File: config.mk
export PLATFORM = sky130hd
export DESIGN_NAME = tcp_client_seq_ack_tracker_core_flat
export DESIGN_NICKNAME = d
export VERILOG_FILES = /design/src/hdl/tsat_pkg.sv /design/src/hdl/tsat_if.sv /design/src/hdl/tsat_step.sv /design/src/hdl/tsat_state.sv /design/src/hdl/tcp_client_seq_ack_tracker_core.sv /design/src/flat_wrapper.sv
export SDC_FILE = /design/constraint.sdc
export NUM_CORES = 1
export LEC_CHECK = 0
export ABC_AREA = 1
export BUFFER_PORTS_ARGS = -buffer_cell sky130_fd_sc_hd__buf_2
export CORE_MARGIN = 4
export CORE_UTILIZATION = 45
export DETAILED_ROUTE_END_ITERATION = 16
export GPL_ROUTABILITY_DRIVEN = 0
export MAX_ROUTING_LAYER = met4
export PLACE_DENSITY = 0.64
export SYNTH_ARGS = -nofsm -noshare
export SYNTH_HDL_FRONTEND = slang
export SYNTH_SLANG_ARGS = --single-unit
export TNS_END_PERCENT = 1
File: constraint.sdc
create_clock -name clock -period 8.5 [get_ports clock]
set_input_delay 0 -clock clock [delete_from_list [all_inputs] [get_ports clock]]
set_output_delay 0 -clock clock [all_outputs]
set_load 0.02 [all_outputs]
File: src/hdl/tsat_pkg.sv
// ----------------------------------------------------------------------------
// tsat_pkg
// Types and constants for the TCP client sequence/ack/window tracker.
// ----------------------------------------------------------------------------
package tsat_pkg;

   typedef enum logic [1:0] {
      OP_CONNECT = 2'd0,
      OP_SEND    = 2'd1,
      OP_RECEIVE = 2'd2,
      OP_RESET   = 2'd3
   } opcode_type;

   typedef enum logic [2:0] {
      ST_OK          = 3'd0,
      ST_STALE       = 3'd1,
      ST_WINDOW_FULL = 3'd2,
      ST_INVALID     = 3'd3,
      ST_RESET_RX    = 3'd4,
      ST_OUT_OF_ORDER = 3'd5,
      ST_ACK_DECREASED = 3'd6,
      ST_OVER_ACKED  = 3'd7
   } status_type;

   typedef enum logic [2:0] {
      PH_OFFLINE    = 3'b001,
      PH_CONNECTING = 3'b010,
      PH_CONNECTED  = 3'b100
   } phase_type;

   localparam logic [1:0] CONN_OFFLINE    = 2'd0;
   localparam logic [1:0] CONN_CONNECTING = 2'd1;
   localparam logic [1:0] CONN_CONNECTED  = 2'd2;

   localparam logic [1:0] CSR_INIT_SEQUENCE = 2'd0;
   localparam logic [1:0] CSR_INIT_IP_IDENT = 2'd1;
   localparam logic [1:0] CSR_INIT_WINDOW   = 2'd2;

   localparam logic [7:0] FLAG_SYN = 8'h02;
   localparam logic [7:0] FLAG_RST = 8'h04;
   localparam logic [7:0] FLAG_ACK = 8'h10;

   localparam logic [3:0] MAX_SCALE = 4'd14;

   localparam logic [31:0] RST_INIT_SEQUENCE = 32'd0;
   localparam logic [15:0] RST_INIT_IP_IDENT = 16'd0;
   localparam logic [31:0] RST_INIT_WINDOW   = 32'd65535;

   typedef struct packed {
      opcode_type  opcode;
      logic [15:0] data_len;
      logic [7:0]  flags_byte;
      logic [31:0] seg_seq;
      logic [31:0] seg_ack;
      logic [15:0] seg_window;
      logic        seg_ok;
      logic        has_scale_option;
      logic [3:0]  scale_option;
   } item_type;

   typedef struct packed {
      logic        tx_send;
      logic [7:0]  tx_flags;
      logic [31:0] tx_seq;
      logic [31:0] tx_ack;
      logic [15:0] tx_ip_ident;
      logic [15:0] tx_length;
      logic        tx_with_options;
      status_type  status;
      logic [1:0]  conn_state;
   } result_type;

   typedef struct packed {
      phase_type   phase;
      logic [31:0] send_next;
      logic [31:0] recv_expected;
      logic [15:0] ip_ident;
      logic [31:0] last_acked;
      logic [31:0] outstanding_bytes;
      logic [31:0] send_window;
      logic [3:0]  peer_scale;
   } track_type;

   typedef struct packed {
      logic        valid;
      logic [1:0]  index;
      logic [31:0] data;
   } csr_wr_type;

   function automatic logic [1:0] phase_code(input phase_type ph);
      logic [1:0] code;
      case (ph)
         PH_OFFLINE:    code = CONN_OFFLINE;
         PH_CONNECTING: code = CONN_CONNECTING;
         PH_CONNECTED:  code = CONN_CONNECTED;
         default:       code = CONN_OFFLINE;
      endcase
      return code;
   endfunction

endpackage

File: src/hdl/tsat_if.sv
// ----------------------------------------------------------------------------
// tsat_if
// Valid/ready channel interfaces: event items, result items, register writes.
// ----------------------------------------------------------------------------
interface tsat_req_if;
   logic        valid;
   logic        ready;
   logic [1:0]  opcode;
   logic [15:0] data_len;
   logic [7:0]  flags_byte;
   logic [31:0] seg_seq;
   logic [31:0] seg_ack;
   logic [15:0] seg_window;
   logic        seg_ok;
   logic        has_scale_option;
   logic [3:0]  scale_option;

   modport source (
      output valid, opcode, data_len, flags_byte, seg_seq, seg_ack, seg_window,
             seg_ok, has_scale_option, scale_option,
      input  ready
   );
   modport sink (
      input  valid, opcode, data_len, flags_byte, seg_seq, seg_ack, seg_window,
             seg_ok, has_scale_option, scale_option,
      output ready
   );
endinterface

interface tsat_rsp_if;
   logic        valid;
   logic        ready;
   logic        tx_send;
   logic [7:0]  tx_flags;
   logic [31:0] tx_seq;
   logic [31:0] tx_ack;
   logic [15:0] tx_ip_ident;
   logic [15:0] tx_length;
   logic        tx_with_options;
   logic [2:0]  status;
   logic [1:0]  conn_state;

   modport source (
      output valid, tx_send, tx_flags, tx_seq, tx_ack, tx_ip_ident, tx_length,
             tx_with_options, status, conn_state,
      input  ready
   );
   modport sink (
      input  valid, tx_send, tx_flags, tx_seq, tx_ack, tx_ip_ident, tx_length,
             tx_with_options, status, conn_state,
      output ready
   );
endinterface

interface tsat_csr_if;
   logic        valid;
   logic        ready;
   logic [1:0]  index;
   logic [31:0] data;

   modport source (output valid, index, data, input ready);
   modport sink (input valid, index, data, output ready);
endinterface

File: src/hdl/tsat_step.sv
// ----------------------------------------------------------------------------
// tsat_step
// Combinational event handler: next tracker state and the result item.
// ----------------------------------------------------------------------------
module tsat_step (
   input  tsat_pkg::item_type   item,
   input  tsat_pkg::track_type  cur,
   output tsat_pkg::track_type  nxt,
   output tsat_pkg::result_type res
);

   logic [31:0]          plen_ext;
   logic [31:0]          ack_delta;
   logic [31:0]          rwnd;
   logic                 synced;
   tsat_pkg::track_type  rx;
   tsat_pkg::status_type status;

   assign plen_ext  = {16'd0, item.data_len};
   assign ack_delta = item.seg_ack - cur.last_acked;
   assign rwnd      = {16'd0, item.seg_window} << cur.peer_scale;
   assign synced    = (cur.recv_expected != 32'd0);

   // state after window update and ack accounting
   always_comb begin
      rx = cur;
      if (rwnd != 32'd0) begin
         rx.send_window = rwnd;
      end
      rx.outstanding_bytes = cur.outstanding_bytes - ack_delta;
      rx.last_acked        = item.seg_ack;
   end

   always_comb begin
      nxt    = cur;
      res    = '0;
      status = tsat_pkg::ST_OK;
      case (item.opcode)
         tsat_pkg::OP_CONNECT: begin
            if (cur.outstanding_bytes <= cur.send_window) begin
               res.tx_send           = 1'b1;
               res.tx_flags          = tsat_pkg::FLAG_SYN;
               res.tx_seq            = cur.send_next;
               res.tx_ack            = cur.recv_expected;
               res.tx_ip_ident       = cur.ip_ident;
               res.tx_with_options   = 1'b1;
               nxt.phase             = tsat_pkg::PH_CONNECTING;
               nxt.ip_ident          = cur.ip_ident + 16'd1;
               nxt.outstanding_bytes = 32'd1;
            end else begin
               status = tsat_pkg::ST_WINDOW_FULL;
            end
         end
         tsat_pkg::OP_SEND: begin
            if ({1'b0, cur.outstanding_bytes} + {1'b0, plen_ext}
                  <= {1'b0, cur.send_window}) begin
               res.tx_send           = 1'b1;
               res.tx_flags          = item.flags_byte;
               res.tx_seq            = cur.send_next;
               res.tx_ack            = cur.recv_expected;
               res.tx_ip_ident       = cur.ip_ident;
               res.tx_length         = item.data_len;
               nxt.ip_ident          = cur.ip_ident + 16'd1;
               nxt.send_next         = cur.send_next + plen_ext;
               nxt.outstanding_bytes = cur.outstanding_bytes + plen_ext;
            end else begin
               status = tsat_pkg::ST_WINDOW_FULL;
            end
         end
         tsat_pkg::OP_RESET: begin
            if (cur.outstanding_bytes <= cur.send_window) begin
               res.tx_send     = 1'b1;
               res.tx_flags    = tsat_pkg::FLAG_RST;
               res.tx_seq      = cur.send_next;
               res.tx_ack      = cur.recv_expected;
               res.tx_ip_ident = cur.ip_ident;
               nxt.phase       = tsat_pkg::PH_OFFLINE;
               nxt.ip_ident    = cur.ip_ident + 16'd1;
            end else begin
               status = tsat_pkg::ST_WINDOW_FULL;
            end
         end
         tsat_pkg::OP_RECEIVE: begin
            if (!item.seg_ok) begin
               status = tsat_pkg::ST_INVALID;
            end else if ((item.flags_byte & tsat_pkg::FLAG_RST) != 8'd0) begin
               status = tsat_pkg::ST_RESET_RX;
            end else if (synced && (item.seg_seq < cur.recv_expected)) begin
               status = tsat_pkg::ST_STALE;
            end else if (synced && (item.seg_seq != cur.recv_expected)) begin
               status = tsat_pkg::ST_OUT_OF_ORDER;
            end else if (item.seg_ack < cur.last_acked) begin
               status = tsat_pkg::ST_ACK_DECREASED;
            end else if (ack_delta > cur.outstanding_bytes) begin
               status = tsat_pkg::ST_OVER_ACKED;
            end else if ((cur.phase == tsat_pkg::PH_CONNECTING) &&
                         (item.flags_byte == (tsat_pkg::FLAG_SYN | tsat_pkg::FLAG_ACK))) begin
               if (rx.outstanding_bytes <= rx.send_window) begin
                  res.tx_send       = 1'b1;
                  res.tx_flags      = tsat_pkg::FLAG_ACK;
                  res.tx_seq        = cur.send_next + 32'd1;
                  res.tx_ack        = item.seg_seq + 32'd1;
                  res.tx_ip_ident   = cur.ip_ident;
                  nxt               = rx;
                  nxt.phase         = tsat_pkg::PH_CONNECTED;
                  nxt.recv_expected = item.seg_seq + 32'd1;
                  nxt.send_next     = cur.send_next + 32'd1;
                  nxt.ip_ident      = cur.ip_ident + 16'd1;
                  if (item.has_scale_option) begin
                     nxt.peer_scale = (item.scale_option > tsat_pkg::MAX_SCALE) ?
                                      tsat_pkg::MAX_SCALE : item.scale_option;
                  end
               end else begin
                  status = tsat_pkg::ST_WINDOW_FULL;
               end
            end else if ((cur.phase == tsat_pkg::PH_CONNECTED) &&
                         (item.data_len != 16'd0)) begin
               if (rx.outstanding_bytes <= rx.send_window) begin
                  res.tx_send       = 1'b1;
                  res.tx_flags      = tsat_pkg::FLAG_ACK;
                  res.tx_seq        = cur.send_next;
                  res.tx_ack        = item.seg_seq + plen_ext;
                  res.tx_ip_ident   = cur.ip_ident;
                  nxt               = rx;
                  nxt.recv_expected = item.seg_seq + plen_ext;
                  nxt.ip_ident      = cur.ip_ident + 16'd1;
               end else begin
                  status = tsat_pkg::ST_WINDOW_FULL;
               end
            end else begin
               nxt = rx;
            end
         end
         default: begin
            status = tsat_pkg::ST_INVALID;
         end
      endcase
      if (status != tsat_pkg::ST_OK) begin
         nxt = cur;
         res = '0;
      end
      res.status     = status;
      res.conn_state = tsat_pkg::phase_code(nxt.phase);
   end

endmodule

File: src/hdl/tsat_state.sv
// ----------------------------------------------------------------------------
// tsat_state
// Connection state registers; loaded by register writes and committed events.
// ----------------------------------------------------------------------------
module tsat_state (
   input  logic                   clock,
   input  logic                   reset,
   input  tsat_pkg::csr_wr_type   csr_wr,
   input  logic                   commit,
   input  tsat_pkg::track_type    nxt,
   output tsat_pkg::track_type    cur
);

   tsat_pkg::track_type track_ff;
   tsat_pkg::track_type track_in;

   always_comb begin
      track_in = track_ff;
      if (commit) begin
         track_in = nxt;
      end
      if (csr_wr.valid) begin
         case (csr_wr.index)
            tsat_pkg::CSR_INIT_SEQUENCE: begin
               track_in.send_next  = csr_wr.data;
               track_in.last_acked = csr_wr.data;
            end
            tsat_pkg::CSR_INIT_IP_IDENT: begin
               track_in.ip_ident = csr_wr.data[15:0];
            end
            tsat_pkg::CSR_INIT_WINDOW: begin
               track_in.send_window = csr_wr.data;
            end
            default: begin
            end
         endcase
      end
   end

   always_ff @(posedge clock) begin
      if (reset) begin
         track_ff.phase             <= tsat_pkg::PH_OFFLINE;
         track_ff.send_next         <= tsat_pkg::RST_INIT_SEQUENCE;
         track_ff.recv_expected     <= 32'd0;
         track_ff.ip_ident          <= tsat_pkg::RST_INIT_IP_IDENT;
         track_ff.last_acked        <= tsat_pkg::RST_INIT_SEQUENCE;
         track_ff.outstanding_bytes <= 32'd0;
         track_ff.send_window       <= tsat_pkg::RST_INIT_WINDOW;
         track_ff.peer_scale        <= 4'd0;
      end else begin
         track_ff <= track_in;
      end
   end

   assign cur = track_ff;

endmodule

File: src/hdl/tcp_client_seq_ack_tracker_core.sv
// ----------------------------------------------------------------------------
// tcp_client_seq_ack_tracker_core
// TCP client endpoint tracker: sequence, ack, window and connection phase.
// Each accepted item is held in the input register; its result goes to the result register.
// Throughput: 1 item per cycle while the result side is not stalled; the next state is computed combinationally.
// Input and result registers decouple the two sides under backpressure.
// Reset clears both stages and loads the state with the register defaults.
// ----------------------------------------------------------------------------
module tcp_client_seq_ack_tracker_core (
   input logic        clock,
   input logic        reset,
   tsat_req_if.sink   req_chan,
   tsat_rsp_if.source rsp_chan,
   tsat_csr_if.sink   csr_chan
);

   tsat_pkg::item_type   item_ff;
   tsat_pkg::item_type   item_in;
   logic                 item_vld_ff;
   logic                 item_vld_in;
   tsat_pkg::result_type rsp_ff;
   tsat_pkg::result_type rsp_in;
   logic                 rsp_vld_ff;
   logic                 rsp_vld_in;
   logic                 advance;
   tsat_pkg::track_type  cur;
   tsat_pkg::track_type  nxt;
   tsat_pkg::result_type res;
   tsat_pkg::csr_wr_type csr_wr;

   assign advance        = item_vld_ff && (!rsp_vld_ff || rsp_chan.ready);
   assign req_chan.ready = !item_vld_ff || advance;
   assign csr_chan.ready = 1'b1;

   assign csr_wr.valid = csr_chan.valid;
   assign csr_wr.index = csr_chan.index;
   assign csr_wr.data  = csr_chan.data;

   always_comb begin
      item_in.opcode           = tsat_pkg::opcode_type'(req_chan.opcode);
      item_in.data_len         = req_chan.data_len;
      item_in.flags_byte       = req_chan.flags_byte;
      item_in.seg_seq          = req_chan.seg_seq;
      item_in.seg_ack          = req_chan.seg_ack;
      item_in.seg_window       = req_chan.seg_window;
      item_in.seg_ok           = req_chan.seg_ok;
      item_in.has_scale_option = req_chan.has_scale_option;
      item_in.scale_option     = req_chan.scale_option;
   end

   always_comb begin
      item_vld_in = item_vld_ff;
      if (req_chan.ready) begin
         item_vld_in = req_chan.valid;
      end
      rsp_vld_in = rsp_vld_ff;
      if (advance) begin
         rsp_vld_in = 1'b1;
      end else if (rsp_chan.ready) begin
         rsp_vld_in = 1'b0;
      end
      rsp_in = res;
   end

   always_ff @(posedge clock) begin
      if (reset) begin
         item_vld_ff <= 1'b0;
         rsp_vld_ff  <= 1'b0;
      end else begin
         item_vld_ff <= item_vld_in;
         rsp_vld_ff  <= rsp_vld_in;
      end
   end

   always_ff @(posedge clock) begin
      if (req_chan.valid && req_chan.ready) begin
         item_ff <= item_in;
      end
      if (advance) begin
         rsp_ff <= rsp_in;
      end
   end

   tsat_step u_step (
      .item (item_ff),
      .cur  (cur),
      .nxt  (nxt),
      .res  (res)
   );

   tsat_state u_state (
      .clock  (clock),
      .reset  (reset),
      .csr_wr (csr_wr),
      .commit (advance),
      .nxt    (nxt),
      .cur    (cur)
   );

   assign rsp_chan.valid           = rsp_vld_ff;
   assign rsp_chan.tx_send         = rsp_ff.tx_send;
   assign rsp_chan.tx_flags        = rsp_ff.tx_flags;
   assign rsp_chan.tx_seq          = rsp_ff.tx_seq;
   assign rsp_chan.tx_ack          = rsp_ff.tx_ack;
   assign rsp_chan.tx_ip_ident     = rsp_ff.tx_ip_ident;
   assign rsp_chan.tx_length       = rsp_ff.tx_length;
   assign rsp_chan.tx_with_options = rsp_ff.tx_with_options;
   assign rsp_chan.status          = rsp_ff.status;
   assign rsp_chan.conn_state      = rsp_ff.conn_state;

endmodule

File: src/flat_wrapper.sv
// flat-port wrapper written by rule: the top's interface ports become plain ports
module tcp_client_seq_ack_tracker_core_flat 
  (clock, reset, req_chan_valid, req_chan_opcode, req_chan_data_len, req_chan_flags_byte, req_chan_seg_seq, req_chan_seg_ack, req_chan_seg_window, req_chan_seg_ok, req_chan_has_scale_option, req_chan_scale_option, req_chan_ready, rsp_chan_valid, rsp_chan_tx_send, rsp_chan_tx_flags, rsp_chan_tx_seq, rsp_chan_tx_ack, rsp_chan_tx_ip_ident, rsp_chan_tx_length, rsp_chan_tx_with_options, rsp_chan_status, rsp_chan_conn_state, rsp_chan_ready, csr_chan_valid, csr_chan_index, csr_chan_data, csr_chan_ready);
  tsat_req_if req_chan_i ();
  tsat_rsp_if rsp_chan_i ();
  tsat_csr_if csr_chan_i ();
  input logic clock;
  input logic reset;
  input wire logic [$bits(req_chan_i.valid)-1:0] req_chan_valid;
  input wire logic [$bits(req_chan_i.opcode)-1:0] req_chan_opcode;
  input wire logic [$bits(req_chan_i.data_len)-1:0] req_chan_data_len;
  input wire logic [$bits(req_chan_i.flags_byte)-1:0] req_chan_flags_byte;
  input wire logic [$bits(req_chan_i.seg_seq)-1:0] req_chan_seg_seq;
  input wire logic [$bits(req_chan_i.seg_ack)-1:0] req_chan_seg_ack;
  input wire logic [$bits(req_chan_i.seg_window)-1:0] req_chan_seg_window;
  input wire logic [$bits(req_chan_i.seg_ok)-1:0] req_chan_seg_ok;
  input wire logic [$bits(req_chan_i.has_scale_option)-1:0] req_chan_has_scale_option;
  input wire logic [$bits(req_chan_i.scale_option)-1:0] req_chan_scale_option;
  output wire logic [$bits(req_chan_i.ready)-1:0] req_chan_ready;
  output wire logic [$bits(rsp_chan_i.valid)-1:0] rsp_chan_valid;
  output wire logic [$bits(rsp_chan_i.tx_send)-1:0] rsp_chan_tx_send;
  output wire logic [$bits(rsp_chan_i.tx_flags)-1:0] rsp_chan_tx_flags;
  output wire logic [$bits(rsp_chan_i.tx_seq)-1:0] rsp_chan_tx_seq;
  output wire logic [$bits(rsp_chan_i.tx_ack)-1:0] rsp_chan_tx_ack;
  output wire logic [$bits(rsp_chan_i.tx_ip_ident)-1:0] rsp_chan_tx_ip_ident;
  output wire logic [$bits(rsp_chan_i.tx_length)-1:0] rsp_chan_tx_length;
  output wire logic [$bits(rsp_chan_i.tx_with_options)-1:0] rsp_chan_tx_with_options;
  output wire logic [$bits(rsp_chan_i.status)-1:0] rsp_chan_status;
  output wire logic [$bits(rsp_chan_i.conn_state)-1:0] rsp_chan_conn_state;
  input wire logic [$bits(rsp_chan_i.ready)-1:0] rsp_chan_ready;
  input wire logic [$bits(csr_chan_i.valid)-1:0] csr_chan_valid;
  input wire logic [$bits(csr_chan_i.index)-1:0] csr_chan_index;
  input wire logic [$bits(csr_chan_i.data)-1:0] csr_chan_data;
  output wire logic [$bits(csr_chan_i.ready)-1:0] csr_chan_ready;
  assign req_chan_i.valid = req_chan_valid;
  assign req_chan_i.opcode = req_chan_opcode;
  assign req_chan_i.data_len = req_chan_data_len;
  assign req_chan_i.flags_byte = req_chan_flags_byte;
  assign req_chan_i.seg_seq = req_chan_seg_seq;
  assign req_chan_i.seg_ack = req_chan_seg_ack;
  assign req_chan_i.seg_window = req_chan_seg_window;
  assign req_chan_i.seg_ok = req_chan_seg_ok;
  assign req_chan_i.has_scale_option = req_chan_has_scale_option;
  assign req_chan_i.scale_option = req_chan_scale_option;
  assign req_chan_ready = req_chan_i.ready;
  assign rsp_chan_valid = rsp_chan_i.valid;
  assign rsp_chan_tx_send = rsp_chan_i.tx_send;
  assign rsp_chan_tx_flags = rsp_chan_i.tx_flags;
  assign rsp_chan_tx_seq = rsp_chan_i.tx_seq;
  assign rsp_chan_tx_ack = rsp_chan_i.tx_ack;
  assign rsp_chan_tx_ip_ident = rsp_chan_i.tx_ip_ident;
  assign rsp_chan_tx_length = rsp_chan_i.tx_length;
  assign rsp_chan_tx_with_options = rsp_chan_i.tx_with_options;
  assign rsp_chan_status = rsp_chan_i.status;
  assign rsp_chan_conn_state = rsp_chan_i.conn_state;
  assign rsp_chan_i.ready = rsp_chan_ready;
  assign csr_chan_i.valid = csr_chan_valid;
  assign csr_chan_i.index = csr_chan_index;
  assign csr_chan_i.data = csr_chan_data;
  assign csr_chan_ready = csr_chan_i.ready;
  tcp_client_seq_ack_tracker_core u_core (.clock(clock), .reset(reset), .req_chan(req_chan_i), .rsp_chan(rsp_chan_i), .csr_chan(csr_chan_i));
endmodule
==> key figures, run 1 <==
Clock network
  – Max Buffers Root-to-Sink: 3
  – H-Tree Depth: 2
  – Clock-pin transition on the worst setup and hold timing paths: about 60 ps
  – Num CTS Buffers: 49
  – # clock sinks: between 400 and 500
  – CTS tree: done
  – Clk Latency, worst-skew pair: between 600 and 700 ps
  – Cell chosen for the clock root: clkbuf_16

Cells and area
  – Area Growth Syn to Fin: 15.64%
  – Layout Cells excl Fill: between 6000 and 7000
  – Commonest non-fill, non-tap cells in the layout: nand2_1 (1333), inv_1 (554), nor2_1 (548)
  – Final #Nets: 5722
  – Layout cells sized above 1: 0.08646
  – Commonest non-fill, non-tap cell in the layout: nand2_1

Detailed routing
  – DR vias: 35260
  – Total Wirelength: 126.4 mm
  – Antenna Nets Post-Route: 0
  – DR pass1 iterations: 8
  – WL/cell: 19.98 um
  – DRC: 0
  – Post-DR vias/cell: 5.575
  – Initial DRC Count: 3807

Synth
  – Number of flops mapped to enable cells by yosys: around 220
  – Area fraction of the dominant cell type after synthesis: 0.1985
  – Syn Inst Count: ~5000
  – Synth cell types: 63
  – Yosys warns: 0
  – Synth Area in Adders: 0.09641
  – Post-synthesis async set-or-reset flop share: 0
  – Largest family of logic cells by synthesized area: simple AND/OR/NAND/NOR gates
  – Mean post-synth cell area: 6.754 um2
  – Top cells by area, synth: edfxtp_1 (20%), nand2_1 (15%), dfxtp_1 (11%), ha_1 (9.3%), inv_1 (6.2%)
  – Post-synthesis sequential area ratio: 0.3082
  – Cell Area, Synth: 0.03374 mm2
  – Post-Synth XOR/XNOR Area: 0.04854
  – Mapped Nets: 5404
  – Yosys reg bits: 408
  – Synth Area in Compound Gates: 0.1372
  – Post-synth top area cell: edfxtp_1
  – Simple-gate portion of the synthesized area: 0.3172
  – Post-synthesis mux area share: 0
  – Main synth FF type: edfxtp_1

Timing
  – Setup TNS: 0 ps
  – Rel. slew slack: 0.2141
  – FMAX: 0.1257 GHz
  – Slew Viols, Final: 0
  – RSZ-0062 raised after global routing: false
  – Min Hold Slack: 33.15 ps
  – Slew at the pin closest to its max-slew limit: ~1200 ps
  – Endpoints failing setup: 0
  – Hold Vio Cnt, Final: 0
  – Fin crit period: 7952 ps
  – Worst clock skew: 50.47 ps
  – Part of the cycle the worst path needs: 0.9356

Critical path
  – WP data required: 8980 ps
  – CP max stage cell: nor2_1
  – Slowest stage delay, CP: 670 ps
  – Most used cell, CP: nand2_1
  – Crit Path Category: register to register
  – Worst setup EP type: register
  – CP startpoint kind: register
  – CP Max Fanout: 12
  – Critical Path AT: 8430 ps

GRT
  – Largest net degree at the start of global routing: 86
  – Total gr overflow: 0
  – Tot GR Track Use: 0.3165
  – Initial antenna violation count: 1
  – Number of global-route vias before repair: approximately 33000
  – First-pass GRT wire length: 190.4 mm

Power and ir drop
  – Worst-case vdd ir drop: around 150 uV
  – Clock Power Share: 0.339
  – Leak pwr: 18.31 nW
  – P_sw: 2.435 mW
  – Reg power frac: 0.353
  – Internal power: about 4.1 mW
  – PD cells: 168.7 mW/mm2
  – Logic pwr share: 0.307
  – Switching Share: 0.3699

Floorplanning
  – Die height: 281.8 um
  – Full die area: 0.07943 mm2
  – # rows: 100
  – Die Width: 281.8 um
  – Starting Density: 0.4540
  – IO Pins: ~270
  – Core footprint: approximately 0.074 mm2

Placed design
  – Post-Place Cells: 6072
  – Final HPWL DP: 96.07 mm
  – PortBufs: 263

Run
  – Number of max-cap violations: 0

Run status
  – Status: complete, no violations

Hold path
  – Hold crit path type: input pin to register
## critical path, delay by kind of cell (launching register included)
| kind | cells | cell delay (ps) |
|---|---|---|
| simple gates | 24 | 3820 |
| compound gates | 8 | 2120 |
| flops | 1 | 390 |
| xor+xnor | 2 | 270 |
| fa+ha+maj | 3 | 1010 |
| buf+inv | 2 | 200 |
## cell families after synthesis
group / Yosys count
AOI/OAI and AO/OA: 827
xor gates and xnor gates: 187
adders and majority gates: 257
buffers and inverters: 779
DFF: 408
other: 1
and+or+nand+nor: 2537
## registers in the layout, indices dropped and copies added (netlist names)
signal and cells:
u_core.rsp_chan.tx_seq 32, u_core.rsp_chan.tx_ip_ident 16, u_core.item_ff 112, u_core.rsp_chan.tx_ack 32, u_core.rsp_chan.tx_length 16, u_core.rsp_chan.conn_state 2
u_core.rsp_chan.valid 1, u_core.item_vld_ff 1, u_core.rsp_chan.status 3, u_core.rsp_chan.tx_with_options 1, u_core.u_state.cur 183, u_core.rsp_chan.tx_send 1
u_core.rsp_chan.tx_flags 8
## what timing repair did
| item | 4_1_cts | 5_1_grt |
|---|---|---|
| resized for setup | 0 | 4 |
| endpoints found under the setup margin | 0 | 46 |
| hold buffers | 159 | 0 |
| setup buffers | 0 | 0 |
| endpoints found under the hold margin | 192 | 0 |
## cell type report
type / instances / area [um2]
well taps: 969 / 1212
repair buffers: 465 / 3243
fillers: 7461 / 35300
clock inverters: 34 / 375.4
clock buffers: 58 / 1311
inverters: 580 / 2191
multi-input cells: 3810 / 20280
flip-flops and latches: 408 / 10400
diodes: 1 / 2.502
## final timing paths
check	cells past startpoint	slack (ps)	start	end
setup / recovery	39	550	u_core.item_ff[24]$_DFFE_PP_	u_core.rsp_chan.tx_ack[15]$_SDFFCE_PP0P_
setup reg to reg	39	550	u_core.item_ff[24]$_DFFE_PP_	u_core.rsp_chan.tx_ack[15]$_SDFFCE_PP0P_
hold reg to reg	2	490	u_core.item_ff[3]$_DFFE_PP_	u_core.u_state.cur[3]$_SDFFE_PP0P_
hold / removal	6	30	csr_chan_index[1]	u_core.u_state.cur[103]$_SDFF_PP0_
## stage by stage
stage	setup slack [ps]	area (um2)	utilization	total power, mW
after floorplan	2499	33740	-	3.685
after global placement	766.2	35710	0.4805	4.252
after detailed placement	627.6	35710	0.4805	4.268
after CTS	620.2	38990	0.5246	6.563
after global routing	30.49	39020	0.5250	6.913
final	547.6	39020	0.5250	6.584
## cell usage after synthesis (15+ instances only)
master and n:
a21o_1 16, a21oi_1 347, a22oi_1 23, a31oi_1 15, and2_1 15, buf_1 18
buf_2 38, clkbuf_1 117, dfxtp_1 185, edfxtp_1 223, ha_1 252, inv_1 558
nand2_1 1334, nand2_2 15, nand3_1 399, nand4_1 82, nor2_1 548, nor3_1 73
nor4_1 25, o211ai_1 26, o21a_1 31, o21ai_0 289, o21bai_1 16, xnor2_1 33
xor2_1 154
## routing by layer
metal / track usage / vias to the layer above / share of wire
met1: 0.3828 / 16040 / 0.39
li1: - / 17170 / -
met5: - / - / 0
met2: 0.5147 / 1651 / 0.46
met3: 0.04488 / 401 / 0.083
met4: 0.1655 / 0 / 0.062
## power by group through the flow
| stage | registers (mW) | clock network, mW | logic, mW |
|---|---|---|---|
| after floorplan | 2.34 | 0 | 1.35 |
| after global placement | 2.36 | 0 | 1.89 |
| after detailed placement | 2.36 | 0 | 1.90 |
| after CTS | 2.32 | 2.27 | 1.97 |
| after global routing | 2.33 | 2.35 | 2.23 |
| final | 2.33 | 2.23 | 2.02 |
Note: power is estimated with default switching activity, not from simulation.
==> run 2: changes to the inputs <==
- BUFFER_PORTS_ARGS: -buffer_cell sky130_fd_sc_hd__buf_2 -> default
- DONT_BUFFER_PORTS: default -> 1
- PLACE_DENSITY: 0.64 -> 0.61
==> key figures, run 2 (same netlist as run 1, synthesis figures left out) <==
Run status
  – Status: complete, no violations

Clock network
  – CTS tree: done
  – Setup bufs post-CTS: 0 (unchanged)
  – Num CTS Buffers: 50 (+2.0%)
  – Cell chosen for the clock root: clkbuf_16
  – Max Buffers Root-to-Sink: 3 (unchanged)
  – # clock sinks: 408 (unchanged)
  – Clk Latency, worst-skew pair: 640 ps (about the same)
  – Clock-pin transition on the worst setup and hold timing paths: 60 ps (about the same)
  – H-Tree Depth: 2 (unchanged)

Critical path
  – CP max stage cell: dlygate4sd3_1
  – CP Max Fanout: 20 (+8)
  – CP startpoint kind: register
  – Worst setup EP type: register
  – Critical Path AT: 8340 ps (-90 ps)
  – Crit Path Category: register to register
  – Slowest stage delay, CP: 560 ps (-110 ps)
  – Most used cell, CP: nand2_1
  – WP data required: 9020 ps (+40 ps)

Cells and area
  – Biggest regs: u_core.u_state.cur: 183 flops, u_core.item_ff: 112 flops
  – Largest register by flop count: u_core.u_state.cur
  – Layout cells sized above 1: 0.03902 (-0.04744)
  – Commonest non-fill, non-tap cell in the layout: nand2_1
  – Max reg flops: 183 (unchanged)
  – Commonest non-fill, non-tap cells in the layout: nand2_1 (1333), inv_1 (555), nor2_1 (547)
  – Area Growth Syn to Fin: 14.32%
  – End-of-flow core utilization: 0.5190 (-0.005993)
  – Final #Nets: 5543 (-3.1%)

Timing
  – Part of the cycle the worst path needs: 0.9206 (-0.01493)
  – Worst clock skew: 26.54 ps (-23.93 ps)
  – RSZ-0062 raised after global routing: false
  – Slew at the pin closest to its max-slew limit: 1176 ps (+9.181 ps)
  – Fin crit period: 7826 ps (-126.9 ps)
  – Setup TNS: 0 ps (unchanged)
  – Slew Viols, Final: 0 (unchanged)
  – FMAX: 0.1278 GHz (+1.6%)
  – Hold Vio Cnt, Final: 0 (unchanged)
  – Endpoints failing setup: 0 (unchanged)
  – Rel. slew slack: 0.2162 (+0.002098)
  – Min Hold Slack: 7.795 ps (-25.35 ps)

Placed design
  – Final HPWL DP: 97.29 mm (+1.3%)
  – PortBufs: 0 (-100%)

Run
  – Number of max-cap violations: 0 (unchanged)

Power and ir drop
  – Total Power: 6.574 mW (-0.16%)
  – PD cells: 170.4 mW/mm2 (+0.99%)
  – Worst-case vdd ir drop: 155.1 uV (+4.6%)
  – Leak pwr: 17.63 nW (-3.7%)

Hold path
  – Hold crit path type: input pin to register

Floorplanning
  – Die height: 281.8 um (unchanged)
  – Full die area: 0.07943 mm2 (unchanged)
  – Core footprint: 0.07432 mm2 (unchanged)
  – Die Width: 281.8 um (unchanged)
  – IO Pins: 265 (unchanged)
  – # rows: 100 (unchanged)
  – Starting Density: 0.4540 (unchanged)

Detailed routing
  – DRC: 0 (unchanged)
  – Total Wirelength: 127.7 mm (+1.1%)
  – Initial DRC Count: 3894 (+2.3%)
  – DR pass1 iterations: 6 (-2)
  – WL/cell: 20.77 um (+4.0%)
  – DR vias: 34650 (-1.7%)
  – Post-DR vias/cell: 5.635 (+1.1%)
  – Antenna Nets Post-Route: 0 (unchanged)

GRT
  – Initial antenna violation count: 3 (+2)
  – Total gr overflow: 0 (unchanged)
  – Number of global-route vias before repair: 31850 (-2.1%)
  – First-pass GRT wire length: 191.2 mm (+0.40%)
  – Tot GR Track Use: 0.3197 (+0.003196)
  – Largest net degree at the start of global routing: 71 (-17%)
[run 2: cell type report]
type | instances | area, um2
inverter | 580 | 2187
timing repair buffer | 286 | 2796
antenna | 4 | 10.01
clock inverter | 32 | 371.6
fill | 7417 | 35750
clock buffer | 62 | 1316
tap | 969 | 1212
multi-input combinational | 3809 | 20280
sequential | 408 | 10400
[run 2: through the flow]
stage | setup slack, ps | area, um2 | cells
2_1_floorplan | 2499 | 33740 | 4996
3_3_place_gp | 890.9 | 34430 | 5811
3_5_place_dp | 636.5 | 34430 | 5811
4_1_cts | 323.9 | 38550 | 6146
5_1_grt | 25.91 | 38570 | 6149
6_report | 674.5 | 38570 | 6150
[run 2: worst paths after layout]
kind | start | to | slack [ps] | depth (start not counted)
worst max-delay path | u_core.u_state.cur[70]$_SDFF_PP0_ | u_core.u_state.cur[1]$_SDFFE_PP0P_ | 670 | 42
worst min-delay path | req_chan_data_len[8] | u_core.item_ff[102]$_DFFE_PP_ | 8 | 1
worst max register to register | u_core.u_state.cur[70]$_SDFF_PP0_ | u_core.u_state.cur[1]$_SDFFE_PP0P_ | 670 | 42
worst min register to register | u_core.u_state.cur[145]$_SDFFE_PP0P_ | u_core.u_state.cur[145]$_SDFFE_PP0P_ | 490 | 2
[run 2: metal layers]
layer / track usage / share of wire / vias up
li1: - / - / 16840
met4: 0.1650 / 0.060 / 0
met2: 0.5071 / 0.46 / 1569
met5: - / 0 / -
met1: 0.3927 / 0.40 / 15900
met3: 0.05390 / 0.079 / 346
[run 2: report_power, final]
part | leakage (nW) | switching, mW | internal [mW]
clock | 0.810 | 0.959 | 1.29
sequential | 3.66 | 0.172 | 2.20
combinational | 13.2 | 1.31 | 0.642
[run 2: timing repair]
item / CTS / global route
endpoints found under the hold margin: 263 / 0
resized for setup: 0 / 6
hold buffers: 241 / 0
setup endpoints to repair: 0 / 117
[run 2: worst max-delay path: cells and delay by family, from the launching register on]
| kind | cells | cell delay, ps |
|---|---|---|
| buffers and inverters | 9 | 1660 |
| and+or+nand+nor | 15 | 2210 |
| adders and majority gates | 3 | 980 |
| DFF | 1 | 350 |
| xor gates and xnor gates | 2 | 320 |
| AOI/OAI and AO/OA | 13 | 2140 |
